==> config.mk <==
export PLATFORM = sky130hd
export DESIGN_NAME = reloc_field_patcher_top
export DESIGN_NICKNAME = d
export VERILOG_FILES = /design/src/rtl/core/rfp_pkg.sv /design/src/rtl/core/rfp_sub.sv /design/src/rtl/core/rfp_half.sv /design/src/rtl/core/rfp_patch.sv /design/src/rtl/core/reloc_field_patcher_top.sv
export SDC_FILE = /design/constraint.sdc
export NUM_CORES = 1
export LEC_CHECK = 0
export BUFFER_PORTS_ARGS = -buffer_cell sky130_fd_sc_hd__clkbuf_2
export CAP_MARGIN = 20
export CORE_MARGIN = 8
export CORE_UTILIZATION = 40
export CTS_BUF_LIST = sky130_fd_sc_hd__clkbuf_8
export DETAILED_ROUTE_END_ITERATION = 7
export PLACE_DENSITY = 0.59
export SETUP_SLACK_MARGIN = 0.02
export SYNTH_ARGS = -nofsm -noshare
export SYNTH_HDL_FRONTEND = slang
export SYNTH_SLANG_ARGS = --single-unit
==> constraint.sdc <==
create_clock -name clock -period 4.68 [get_ports clock]
set_input_delay 0.468 -clock clock [delete_from_list [all_inputs] [get_ports clock]]
set_output_delay 0.468 -clock clock [all_outputs]
set_load 0.01 [all_outputs]
==> src/rtl/core/rfp_pkg.sv <==
package rfp_pkg;

   // relocation types carried on the request tuser
   typedef enum logic [7:0] {
      KIND_NONE  = 8'd0,
      KIND_REL8  = 8'd1,
      KIND_ABS32 = 8'd2,
      KIND_ABS_H = 8'd3,
      KIND_ABS_M = 8'd4,
      KIND_ABS_L = 8'd5,
      KIND_REL21 = 8'd6,
      KIND_REL_H = 8'd7,
      KIND_REL_M = 8'd8,
      KIND_REL_L = 8'd9
   } kind_type;

   localparam int KIND_W  = 8;
   localparam int VALUE_W = 64;
   localparam int WORD_W  = 32;
   localparam int IMM_W   = 13;

   // top bits of the second byte of an ext word
   localparam logic [2:0] EXT_TAG = 3'b110;

   // after the subtract stage
   typedef struct packed {
      logic [KIND_W-1:0]  kind;
      logic [WORD_W-1:0]  orig;
      logic [WORD_W-1:0]  val_lo;
      logic [VALUE_W-1:0] sv2;
      logic [IMM_W-1:0]   rel_h_imm;
   } sub_type;

   // after the halving stage
   typedef struct packed {
      logic [KIND_W-1:0]  kind;
      logic [WORD_W-1:0]  orig;
      logic [WORD_W-1:0]  val_lo;
      logic               odd;
      logic [VALUE_W-1:0] disp;
      logic [IMM_W-1:0]   rel_h_imm;
      logic [IMM_W-1:0]   rel_m_imm;
   } half_type;

endpackage

==> src/rtl/core/rfp_sub.sv <==
module rfp_sub (
   input  logic                           clock,
   input  logic                           reset,
   input  logic                           advance,
   input  logic                           in_valid,
   input  logic [rfp_pkg::KIND_W-1:0]     in_kind,
   input  logic [rfp_pkg::VALUE_W-1:0]    in_value,
   input  logic [rfp_pkg::WORD_W-1:0]     in_orig,
   output logic                           out_valid,
   output rfp_pkg::sub_type               out_data
);

   logic             valid_ff;
   rfp_pkg::sub_type data_ff;
   rfp_pkg::sub_type data_in;
   logic [34:0]      sv4;

   // value minus two over the full width, value minus four for the high piece
   always_comb begin
      sv4               = in_value[34:0] - 35'd4;
      data_in.kind      = in_kind;
      data_in.orig      = in_orig;
      data_in.val_lo    = in_value[rfp_pkg::WORD_W-1:0];
      data_in.sv2       = in_value - 64'd2;
      data_in.rel_h_imm = sv4[34:22];
   end

   // stage register
   always_ff @(posedge clock) begin
      if (reset) begin
         valid_ff <= 1'b0;
      end else if (advance) begin
         valid_ff <= in_valid;
      end
      if (advance) begin
         data_ff <= data_in;
      end
   end

   assign out_valid = valid_ff;
   assign out_data  = data_ff;

endmodule

==> src/rtl/core/rfp_half.sv <==
module rfp_half (
   input  logic              clock,
   input  logic              reset,
   input  logic              advance,
   input  logic              in_valid,
   input  rfp_pkg::sub_type  in_data,
   output logic              out_valid,
   output rfp_pkg::half_type out_data
);

   logic              valid_ff;
   rfp_pkg::half_type data_ff;
   rfp_pkg::half_type data_in;
   logic [63:0]       biased;

   // halve toward zero: add one to negative values, then shift arithmetically
   always_comb begin
      biased            = in_data.sv2 + {63'd0, in_data.sv2[63]};
      data_in.kind      = in_data.kind;
      data_in.orig      = in_data.orig;
      data_in.val_lo    = in_data.val_lo;
      data_in.odd       = in_data.sv2[0];
      data_in.disp      = {biased[63], biased[63:1]};
      data_in.rel_h_imm = in_data.rel_h_imm;
      data_in.rel_m_imm = in_data.sv2[21:9];
   end

   // stage register
   always_ff @(posedge clock) begin
      if (reset) begin
         valid_ff <= 1'b0;
      end else if (advance) begin
         valid_ff <= in_valid;
      end
      if (advance) begin
         data_ff <= data_in;
      end
   end

   assign out_valid = valid_ff;
   assign out_data  = data_ff;

endmodule

==> src/rtl/core/rfp_patch.sv <==
module rfp_patch (
   input  logic                        clock,
   input  logic                        reset,
   input  logic                        advance,
   input  logic                        in_valid,
   input  rfp_pkg::half_type           in_data,
   output logic                        out_valid,
   output logic [rfp_pkg::WORD_W-1:0]  out_word,
   output logic                        out_misaligned,
   output logic                        out_out_of_range,
   output logic                        out_unknown_type
);

   logic                       valid_ff;
   logic [rfp_pkg::WORD_W-1:0] word_ff;
   logic                       mis_ff;
   logic                       oor_ff;
   logic                       unk_ff;
   logic [rfp_pkg::WORD_W-1:0] word_in;
   logic                       mis_in;
   logic                       oor_in;
   logic                       unk_in;
   logic                       fits8;
   logic                       fits21;

   // ext word: low byte of the immediate, then the tag with its high five bits
   function automatic logic [15:0] ext_word(input logic [rfp_pkg::IMM_W-1:0] imm);
      ext_word = {rfp_pkg::EXT_TAG, imm[12:8], imm[7:0]};
   endfunction

   // signed range checks: all bits above the sign bit equal the sign bit
   always_comb begin
      fits8  = (&in_data.disp[63:7])  | ~(|in_data.disp[63:7]);
      fits21 = (&in_data.disp[63:20]) | ~(|in_data.disp[63:20]);
   end

   // patch the bytes by relocation type
   always_comb begin
      word_in = in_data.orig;
      mis_in  = 1'b0;
      oor_in  = 1'b0;
      unk_in  = 1'b0;
      unique case (in_data.kind)
         rfp_pkg::KIND_NONE: begin
            word_in = in_data.orig;
         end
         rfp_pkg::KIND_REL8: begin
            mis_in       = in_data.odd;
            oor_in       = ~fits8;
            word_in[7:0] = in_data.disp[7:0];
         end
         rfp_pkg::KIND_ABS32: begin
            word_in = in_data.val_lo;
         end
         rfp_pkg::KIND_ABS_H: begin
            word_in[15:0] = ext_word(in_data.val_lo[31:19]);
         end
         rfp_pkg::KIND_ABS_M: begin
            word_in[15:0] = ext_word(in_data.val_lo[18:6]);
         end
         rfp_pkg::KIND_ABS_L: begin
            word_in[7:0]  = in_data.orig[7:0]  | {in_data.val_lo[3:0], 4'd0};
            word_in[15:8] = in_data.orig[15:8] | {6'd0, in_data.val_lo[5:4]};
         end
         rfp_pkg::KIND_REL21: begin
            mis_in         = in_data.odd;
            oor_in         = ~fits21;
            word_in[15:0]  = ext_word(in_data.disp[20:8]);
            word_in[23:16] = in_data.disp[7:0];
         end
         rfp_pkg::KIND_REL_H: begin
            word_in[15:0] = ext_word(in_data.rel_h_imm);
         end
         rfp_pkg::KIND_REL_M: begin
            word_in[15:0] = ext_word(in_data.rel_m_imm);
         end
         rfp_pkg::KIND_REL_L: begin
            word_in[7:0] = in_data.val_lo[8:1];
         end
         default: begin
            unk_in = 1'b1;
         end
      endcase
   end

   // output register
   always_ff @(posedge clock) begin
      if (reset) begin
         valid_ff <= 1'b0;
      end else if (advance) begin
         valid_ff <= in_valid;
      end
      if (advance) begin
         word_ff <= word_in;
         mis_ff  <= mis_in;
         oor_ff  <= oor_in;
         unk_ff  <= unk_in;
      end
   end

   assign out_valid        = valid_ff;
   assign out_word         = word_ff;
   assign out_misaligned   = mis_ff;
   assign out_out_of_range = oor_ff;
   assign out_unknown_type = unk_ff;

endmodule

==> src/rtl/core/reloc_field_patcher_top.sv <==
// Relocation field patcher: each request word carries a relocation type, a
// 64-bit relocated value and the four original little-endian instruction
// bytes; each response word carries the patched bytes and three error flags
// (misaligned, out of range, unknown type). Flagged words are still patched,
// but unknown types keep the original bytes. The block takes one word per
// clock unless stalled, and each word passes through three register stages
// (subtract, halve, patch with output register); a stage advances whenever
// it is empty or the stage after it advances, so bubbles are squeezed out and
// a held response only stalls the words behind it once every stage is full.
module reloc_field_patcher_top (
   input  logic        clock,
   input  logic        reset,
   input  logic        req_tvalid,
   output logic        req_tready,
   input  logic [95:0] req_tdata,   // value[63:0], orig_word[95:64]
   input  logic [7:0]  req_tuser,   // kind[7:0]
   output logic        rsp_tvalid,
   input  logic        rsp_tready,
   output logic [31:0] rsp_tdata,   // patched_word[31:0]
   output logic [2:0]  rsp_tuser    // misaligned[0], out_of_range[1], unknown_type[2]
);

   logic              sub_valid;
   logic              half_valid;
   rfp_pkg::sub_type  sub_data;
   rfp_pkg::half_type half_data;
   logic              sub_adv;
   logic              half_adv;
   logic              out_adv;

   // stall chain from the response side back to the request side
   assign out_adv    = ~rsp_tvalid | rsp_tready;
   assign half_adv   = ~half_valid | out_adv;
   assign sub_adv    = ~sub_valid  | half_adv;
   assign req_tready = sub_adv;

   rfp_sub u_sub (
      .clock     (clock),
      .reset     (reset),
      .advance   (sub_adv),
      .in_valid  (req_tvalid),
      .in_kind   (req_tuser),
      .in_value  (req_tdata[63:0]),
      .in_orig   (req_tdata[95:64]),
      .out_valid (sub_valid),
      .out_data  (sub_data)
   );

   rfp_half u_half (
      .clock     (clock),
      .reset     (reset),
      .advance   (half_adv),
      .in_valid  (sub_valid),
      .in_data   (sub_data),
      .out_valid (half_valid),
      .out_data  (half_data)
   );

   rfp_patch u_patch (
      .clock            (clock),
      .reset            (reset),
      .advance          (out_adv),
      .in_valid         (half_valid),
      .in_data          (half_data),
      .out_valid        (rsp_tvalid),
      .out_word         (rsp_tdata),
      .out_misaligned   (rsp_tuser[0]),
      .out_out_of_range (rsp_tuser[1]),
      .out_unknown_type (rsp_tuser[2])
   );

   // an accepted word lands in the first stage
   assert property (@(posedge clock) disable iff (reset)
      req_tvalid && req_tready |=> sub_valid)
      else $error("accepted word missing from first stage");

   // a stalled middle stage keeps its word
   assert property (@(posedge clock) disable iff (reset)
      half_valid && !out_adv |=> half_valid && $stable(half_data))
      else $error("middle stage lost or changed a stalled word");

   // an unknown type never also reports displacement errors
   assert property (@(posedge clock) disable iff (reset)
      rsp_tvalid && rsp_tuser[2] |-> !rsp_tuser[0] && !rsp_tuser[1])
      else $error("unknown type with displacement flags");

   // a full pipeline with a held response accepts nothing
   assert property (@(posedge clock) disable iff (reset)
      sub_valid && half_valid && rsp_tvalid && !rsp_tready |-> !req_tready)
      else $error("request accepted into a full pipeline");

endmodule

# Yosys cells after proc, flatten, opt, wreduce, memory -nomap -nowiden

Cells that the tools add are included.
W data, S select, Z words.

Reductions and logical operators: 7
Equality and inequality tests: 9
Bitwise logic cells: 14
Muxes and demuxes: 6
Add/sub/neg operators: 3

Operator list:

| operator                | count |
|---|---|
| $pmux W8 S9             | 1 |
| $add A64 B1 Y64         | 1 |
| $sub A64 B2 Y64 const B | 1 |
| $reduce_and A57 Y1      | 1 |
| $reduce_or A57 Y1       | 1 |
| $pmux W8 S7             | 1 |
| $reduce_and A44 Y1      | 1 |
| $reduce_or A44 Y1       | 1 |
| $sub A35 B3 Y35 const B | 1 |
| $eq A8 B3 Y1 const B    | 4 |
| $eq A8 B2 Y1 const B    | 2 |
| $eq A8 B4 Y1 const B    | 2 |
| $pmux W8 S2             | 1 |
| $reduce_or A10 Y1       | 1 |
| $eq A8 B1 Y1 const B    | 1 |
| $logic_not A8 Y1        | 1 |
| $mux W8                 | 1 |
| $or A8 B2 Y8            | 1 |
| $or A8 B8 Y8            | 1 |
| $not A1 Y1              | 7 |
| $or A1 B1 Y1            | 5 |
| $pmux W1 S2             | 1 |
| $reduce_or A2 Y1        | 1 |
| $mux W1                 | 1 |

Register bits: 349
Word-level logic and storage cells: 58
Output and inout port bits: 37
Input port bits: 108

# Longest topological paths before layout

Gate-level depths: netlist of the first run.

Depth in word-level cells: 5
Gate-level depth with buffers: 8
Gate-level depth less buffers: 7

# Cells and area by module

A second synthesis of the first run with hierarchy kept.

Cell total of the unflattened synthesis: 1086
Area total of the unflattened synthesis: 15388.5 µm²

Modules (own cells, without submodules):

| module                  | sequential area each (µm²) | area an instance (µm²) | cells an instance | times used |
|---|---|---|---|---|
| rfp_half                | 4884.7                     | 6274.8                 | 369               | 1 |
| rfp_sub                 | 4464.3                     | 6217.2                 | 407               | 1 |
| rfp_patch               | 1071.0                     | 2874.0                 | 307               | 1 |
| reloc_field_patcher_top | 0.0                        | 22.5                   | 3                 | 1 |

# Worst setup path before layout of the first run

No wires, ideal clock.

Path kind: input to register
Start: in rsp_tready
End: reg u_sub.data_ff, in the netlist u_sub.out_data[0] (enable)
Cell stages on the path: 3
Buffers on the path: 0
Arrival time: 3281 ps
Required time: 3406 ps
Slack: 125 ps
Library setup time: 1274 ps
Cells stage by stage: nor2b_1 and2_1 nand2_1

Word-level cells in the longest chain between the ends: 3

Ends and longest elaborated chain:

| item                 | line                          | source |
|---|---|---|
| start, declared      | reloc_field_patcher_top.sv:18 | `input logic rsp_tready,` |
| $or A1 B1 Y1         | reloc_field_patcher_top.sv:32 | `assign out_adv = ~rsp_tvalid \| rsp_tready;` |
| $or A1 B1 Y1         | reloc_field_patcher_top.sv:33 | `assign half_adv = ~half_valid \| out_adv;` |
| $or A1 B1 Y1         | reloc_field_patcher_top.sv:34 | `assign sub_adv = ~sub_valid \| half_adv;` |
| named net req_tready | reloc_field_patcher_top.sv:14 | `output logic req_tready,` |
| end signal, assigned | rfp_sub.sv:36                 | `data_ff <= data_in;` |
| end, declared        | rfp_sub.sv:14                 | `rfp_pkg::sub_type data_ff;` |

The timed path passes the listed nets, and every way through them passes these cells.
A chain may end at the register's enable or synchronous reset.

==> results of run 1 <==
## final cells by class
class,instances,share of cell area (%)
flip-flops and latches,347,59.04
clock inverters,42,1.564
clock buffers,60,4.693
well taps,468,3.328
multi-input cells,660,23.90
diodes,7,0.09954
inverters,12,0.2844
repair buffers,198,7.082
## worst min path at each step
stage | from | endpoint | slack [ns]
2_1_floorplan | u_sub.out_data[86] | u_half.out_data[100] | 0.40
3_5_place_dp | u_sub.out_data[103] | u_half.out_data[117] | 0.40
5_1_grt | req_tdata[20] | u_sub.out_data[97] | 0.02
3_3_place_gp | u_sub.out_data[4] | u_half.out_data[17] | 0.40
6_report | req_tdata[20] | u_sub.out_data[97] | 0.07
4_1_cts | req_tdata[20] | u_sub.out_data[97] | 0.001
## placed cells by master (no fill, tap or decap), types with 4 or more instances in the layout
cell | synthesis | final
clkbuf_2 | 0 | 144
nand3_1 | 45 | 45
nor3_1 | 47 | 47
nand2_1 | 84 | 83
mux2_2 | 7 | 7
or3_1 | 10 | 10
inv_1 | 12 | 28
a211o_1 | 4 | 4
or4_1 | 12 | 12
clkbuf_8 | 0 | 60
clkinv_1 | 0 | 13
nor2b_1 | 10 | 10
nor4_1 | 37 | 36
nand4_1 | 34 | 34
mux2i_1 | 19 | 19
and4_1 | 8 | 8
a221oi_1 | 7 | 7
o21ai_0 | 22 | 22
xnor2_1 | 48 | 48
bufinv_16 | 0 | 4
a22oi_1 | 7 | 7
buf_4 | 3 | 10
a31oi_1 | 6 | 6
o22ai_1 | 7 | 7
xor2_1 | 75 | 75
and2_1 | 5 | 5
nand2b_1 | 8 | 8
a21oi_1 | 24 | 24
clkinv_2 | 0 | 7
and3_1 | 20 | 20
diode_2 | 0 | 7
nor2_1 | 72 | 72
dlygate4sd3_1 | 0 | 43
or2_2 | 7 | 7
edfxtp_1 | 344 | 344
## repair_timing
action                                 CTS  global route
hold buffers                            43             0
endpoints found under the hold margin   45             0
setup buffers                            0             0
## flip-flops by register name, summed over array words and instances (netlist names)
| register | count |
|---|---|
| u_patch.out_valid | 1 |
| u_half.out_data | 161 |
| u_half.out_valid | 1 |
| u_patch.out_word | 32 |
| u_patch.out_unknown_type | 1 |
| u_patch.out_out_of_range | 1 |
| u_patch.out_misaligned | 1 |
| u_sub.out_valid | 1 |
| u_sub.out_data | 148 |
## power groups by stage
stage	Sequential [µW]	Clock [µW]	Combinational [µW]
floorplan	3730	0	152
global placement	3780	0	296
detailed placement	3780	0	298
CTS	3720	2660	330
global route	3740	2770	362
finish	3720	2570	330
## cell families after synthesis
logic type | share of synthesized area (%)
simple gates | 14.41
buf+inv | 1.330
fa+ha+maj | 0.1693
flops | 70.33
xor+xnor | 7.292
mux | 2.126
compound gates | 4.345
## metrics by stage
stage          cells  util (%)
6_report        1794     48.18
3_5_place_dp    1642     43.94
3_3_place_gp    1642     43.94
2_1_floorplan   1054         -
5_1_grt         1792     48.17
4_1_cts         1787     48.13
## per-layer routing
| layer | routed length, µm | track usage [%] | vias up |
|---|---|---|---|
| met2 | 17430 | 27.20 | 315 |
| met3 | 2205 | 4.524 | 81 |
| met5 | 37 | 0 | - |
| met1 | 16020 | 20.85 | 4544 |
| met4 | 1226 | 7.269 | 6 |
| li1 | - | - | 4509 |
==> impl_metrics.yaml, run 1 <==
floorplanning:
  die_w_um: 208.2
  die_area_um2: 43340
  io_pins: 145
  rows: 70
  start_util_pct: 40.45
  die_h_um: 208.2
  core_area_um2: 36520
timing:
  hold_viol_final: 0
  worst_slack_ns: 1.343
  setup_violations: 0
  drv_slew: 0
  rsz0062_at_grt: "false"
  skew_ns: 0.02316
  period_share_pct: 71.30
  worstMarginPinSlew_ns: 1.070
  relSlewSlack_pct: 28.15
  timing.hold.ws_ns: 0.06773
  fin_setup_tns_ns: 0
  fmax_mhz: 299.7
  fin_crit_ns: 3.337
global_route:
  grt_pass1_wl_um: 56350
  antenna_found_initial: 10
  grt_max_degree: 110
  first_global_vias: 9693
  grt_overflow: 0
  grt_usage_pct: 16.74
drt:
  avgRoutedWirePerCell_um: 20.58
  drtAntennaViolNets: 0
  drtIter0Drc: 713
  dr.pass1.iters: 5
  drc_errors: 0
  viasPerCell: 5.270
  num_vias: 9455
  drt_wl_total_um: 36920
clocking:
  htreeDepth: 2
  clockBufferDepth: 3
  ctsResizeCount: 0
  clkLatencyLatePin_ns: 0.63
  path_clk_slew_ns: 0.06
  cts-buffers-inserted: 57
  root_buffer: "clkbuf_8"
  clock_sinks: 347
  cts_tree: "built"
min_path:
  hold_path_class: "input pin to flop"
  hold_path_depth: 1
worst_setup_path:
  critical_path_class: "input pin to flop"
  worstPathArrival_ns: 3.66
  rrSetupSlack_ns: 1.77
  critPathBufInv: 2
  max_stage_delay_ns: 0.83
  crit_path_start_kind: "input pin"
  required_ns: 5.00
  cp_max_fo: 19
  r2r_cells: 4
  worst_setup_path_startpoint: "req_tdata[6]"
  crit_chain: "dlygate4sd3_1 > clkbuf_2 > nor4_1 > and4_1 > nand3_1 > o31ai_1 > o21ai_0"
  cp_top_family: "simple AND/OR/NAND/NOR gates"
  rr_startpoint: "u_sub.out_data[76]"
  r2r-end: "u_half.out_data[88]"
  path_depth: 7
  cp_slowest_cell: "nor4_1"
  crit_end: "u_sub.out_data[53]"
  worst_setup_path_end_kind: "flop"
place:
  post-dp-hpwl_um: 26130
  place_area_um2: 16050
  portBuffers: 144
  gp_congestion: 0.9021
  post-place-ws_ns: 1.232
final_layout:
  fin_nets: 1386
  fillers: 3208
  seqCellArea_um2: 10390
  drive_gt1_share_pct: 19.03
  multi_input_area_um2: 4207
  final_design_area_no_fill_um2: 17600
  area_growth_pct: 19.11
outcome:
  status: "finished, final reports clean"
power_and_ir_drop:
  leakagePower_uw: 0.006622
  switching_share_pct: 22.18
  seq_power_share_pct: 56.2
  power.density_nw_per_um2: 376.3
  total_power_uw: 6621
  internal_power_uw: 5152
  clock_power_share_pct: 38.8
  p_sw_uw: 1469
  power_frac_comb_pct: 5.0
  ir_worst_vdd_mv: 0.2030
synthesis:
  async_reset_ff_share_pct: 0
  synthCells: 1054
  syn-num-nets: 1164
  synth-main-ff-cell: "edfxtp_1"
  yosysTopAreaCell: "edfxtp_1"
  synthTopCellsByCount: "edfxtp_1 (344), nand2_1 (84), xor2_1 (75)"
  ys_seq_elements: 347
  synth_top_area_share_pct: 69.92
  ys_types: 54
  syn_avg_cell_area_um2: 14.02
  ys_seq_area_share_pct: 70.33
  synth_area_um2: 14770
  synth_area_leaders: "edfxtp_1 (70%), xor2_1 (4.4%), xnor2_1 (2.8%)"
  yosys_warnings: 0
  synth.most_common_cell: "edfxtp_1"
  synth-edff-count: 344
flow_run:
  cap_violations: 0
Power figures use the tool's default switching activity.
==> run 2: changes to the inputs <==
Clock period 4.68 ns to 2.75 ns, I/O delays scaled along.
==> impl_metrics.yaml, run 2 (synthesized netlist as in run 1, its figures left out) <==
drt:
  drtAntennaViolNets: 0
  num_vias: 9703
  dr.pass1.iters: 5
  viasPerCell: 5.118
  avgRoutedWirePerCell_um: 20.10
  drtIter0Drc: 652
  drc_errors: 0
  drt_wl_total_um: 38110
worst_setup_path:
  rrSetupSlack_ns: 0.41
  required_ns: 3.13
  worst_setup_path_end_kind: "flop"
  cp_max_fo: 12
  critical_path_class: "input pin to flop"
  worstPathArrival_ns: 3.01
  crit_path_start_kind: "input pin"
floorplanning:
  die_w_um: 208.2
  rows: 70
  core_area_um2: 36520
  start_util_pct: 40.45
  io_pins: 145
  die_h_um: 208.2
  die_area_um2: 43340
min_path:
  hold_path_class: "input pin to flop"
final_layout:
  fin_nets: 1489
  layout_commonest_cell: "edfxtp_1"
  multi_input_area_um2: 4230
  largest_reg_flops: 161
  drive_gt1_share_pct: 21.02
  seqCellArea_um2: 10390
  fillers: 3103
  area_growth_pct: 26.02
  final_cells: 1896
  finish.utilization_pct: 50.98
  layout_common_cells: "edfxtp_1 (344), clkbuf_2 (144), dlygate4sd3_1 (105)"
clocking:
  clkLatencyLatePin_ns: 0.63
  cts-buffers-inserted: 56
  clock_sinks: 347
  path_clk_slew_ns: 0.06
  cts_tree: "built"
  clockBufferDepth: 3
  htreeDepth: 2
  root_buffer: "clkbuf_8"
timing:
  drv_slew: 0
  fin_setup_tns_ns: 0
  rsz0062_at_grt: "true"
  setup_violations: 0
  fmax_mhz: 380.3
  relSlewSlack_pct: 52.43
  skew_ns: 0.01557
  worstMarginPinSlew_ns: 0.7081
  hold_viol_final: 0
  fin_crit_ns: 2.630
  period_share_pct: 95.62
  timing.hold.ws_ns: 0.07480
global_route:
  grt_util_met1_pct: 22.50
  first_global_vias: 9982
  top_usage_layer: "met2"
  grt_pass1_wl_um: 58650
  antenna_found_initial: 1
  grt_usage_pct: 17.47
  grt_overflow: 0
  gr-usage-met3_pct: 3.066
  grtUsageMet2_pct: 28.81
  grt_max_degree: 59
power_and_ir_drop:
  switching_share_pct: 22.43
  total_power_uw: 11420
  seq_power_share_pct: 55.5
  clock_power_share_pct: 38.8
  leakagePower_uw: 0.007092
  power.density_nw_per_um2: 613.3
  internal_power_uw: 8858
  p_sw_uw: 2561
  ir_worst_vdd_mv: 0.2591
  power_frac_comb_pct: 5.8
place:
  portBuffers: 144
  post-dp-hpwl_um: 27190
  dp.cells: 1682
  gp_congestion: 0.8763
flow_run:
  cap_violations: 0
outcome:
  status: "finished, final reports clean"
[run 2: cell type report]
cell class                 instances  area share, %
antenna                            1        0.01344
clock buffer                      60          4.435
inverter                          12         0.2621
sequential                       347          55.81
timing repair buffer             302          11.99
multi-input combinational        660          22.72
clock inverter                    46          1.626
tap                              468          3.145
[run 2: final timing paths]
kind                 startpoint             endpoint  depth (start not counted)
min               req_tdata[34]   u_sub.out_data[47]                          2
max reg2reg  u_sub.out_data[76]  u_half.out_data[57]                          8
min reg2reg  u_sub.out_data[85]  u_half.out_data[99]                          0
max               req_tdata[20]   u_sub.out_data[46]                          7
[run 2: timing repair]
| item | in CTS | in global routing |
|---|---|---|
| hold endpoints to repair | 113 | 0 |
| setup buffers | 0 | 2 |
| endpoints found under the setup margin | 0 | 2 |
| gates resized for setup | 0 | 1 |
| hold buffers | 105 | 0 |
[run 2: layer usage]
| metal | vias up | wire, µm | part of all wire, % |
|---|---|---|---|
| met5 | - | 0 | 0 |
| met4 | 0 | 1229 | 3.2 |
| met3 | 71 | 1575 | 4.1 |
| met2 | 284 | 18090 | 47 |
| met1 | 4653 | 17210 | 45 |
| li1 | 4695 | - | - |
[run 2: through the flow]
stage | setup slack [ns] | area [µm²]
floorplan | -0.6743 | 14790
global placement | 0.07821 | 16420
detailed placement | 0.04740 | 16420
CTS | 0.1766 | 18600
global route | 0.01930 | 18620
finish | 0.1204 | 18620
[run 2: power groups by stage]
stage               sequential [µW]  combinational [µW]  clock, µW
finish                         6330                 657       4430
global route                   6360                 716       4770
CTS                            6330                 658       4550
detailed placement             6440                 533          0
global placement               6440                 531          0
floorplan                      6350                 259          0
[run 2: critical path, stage by stage]
cell and delay [ns]:
dlygate4sd3_1 0.53, clkbuf_2 0.12, or4_1 0.62, or4_4 0.45, or3_4 0.51, or3_1 0.36
xnor2_1 0.13
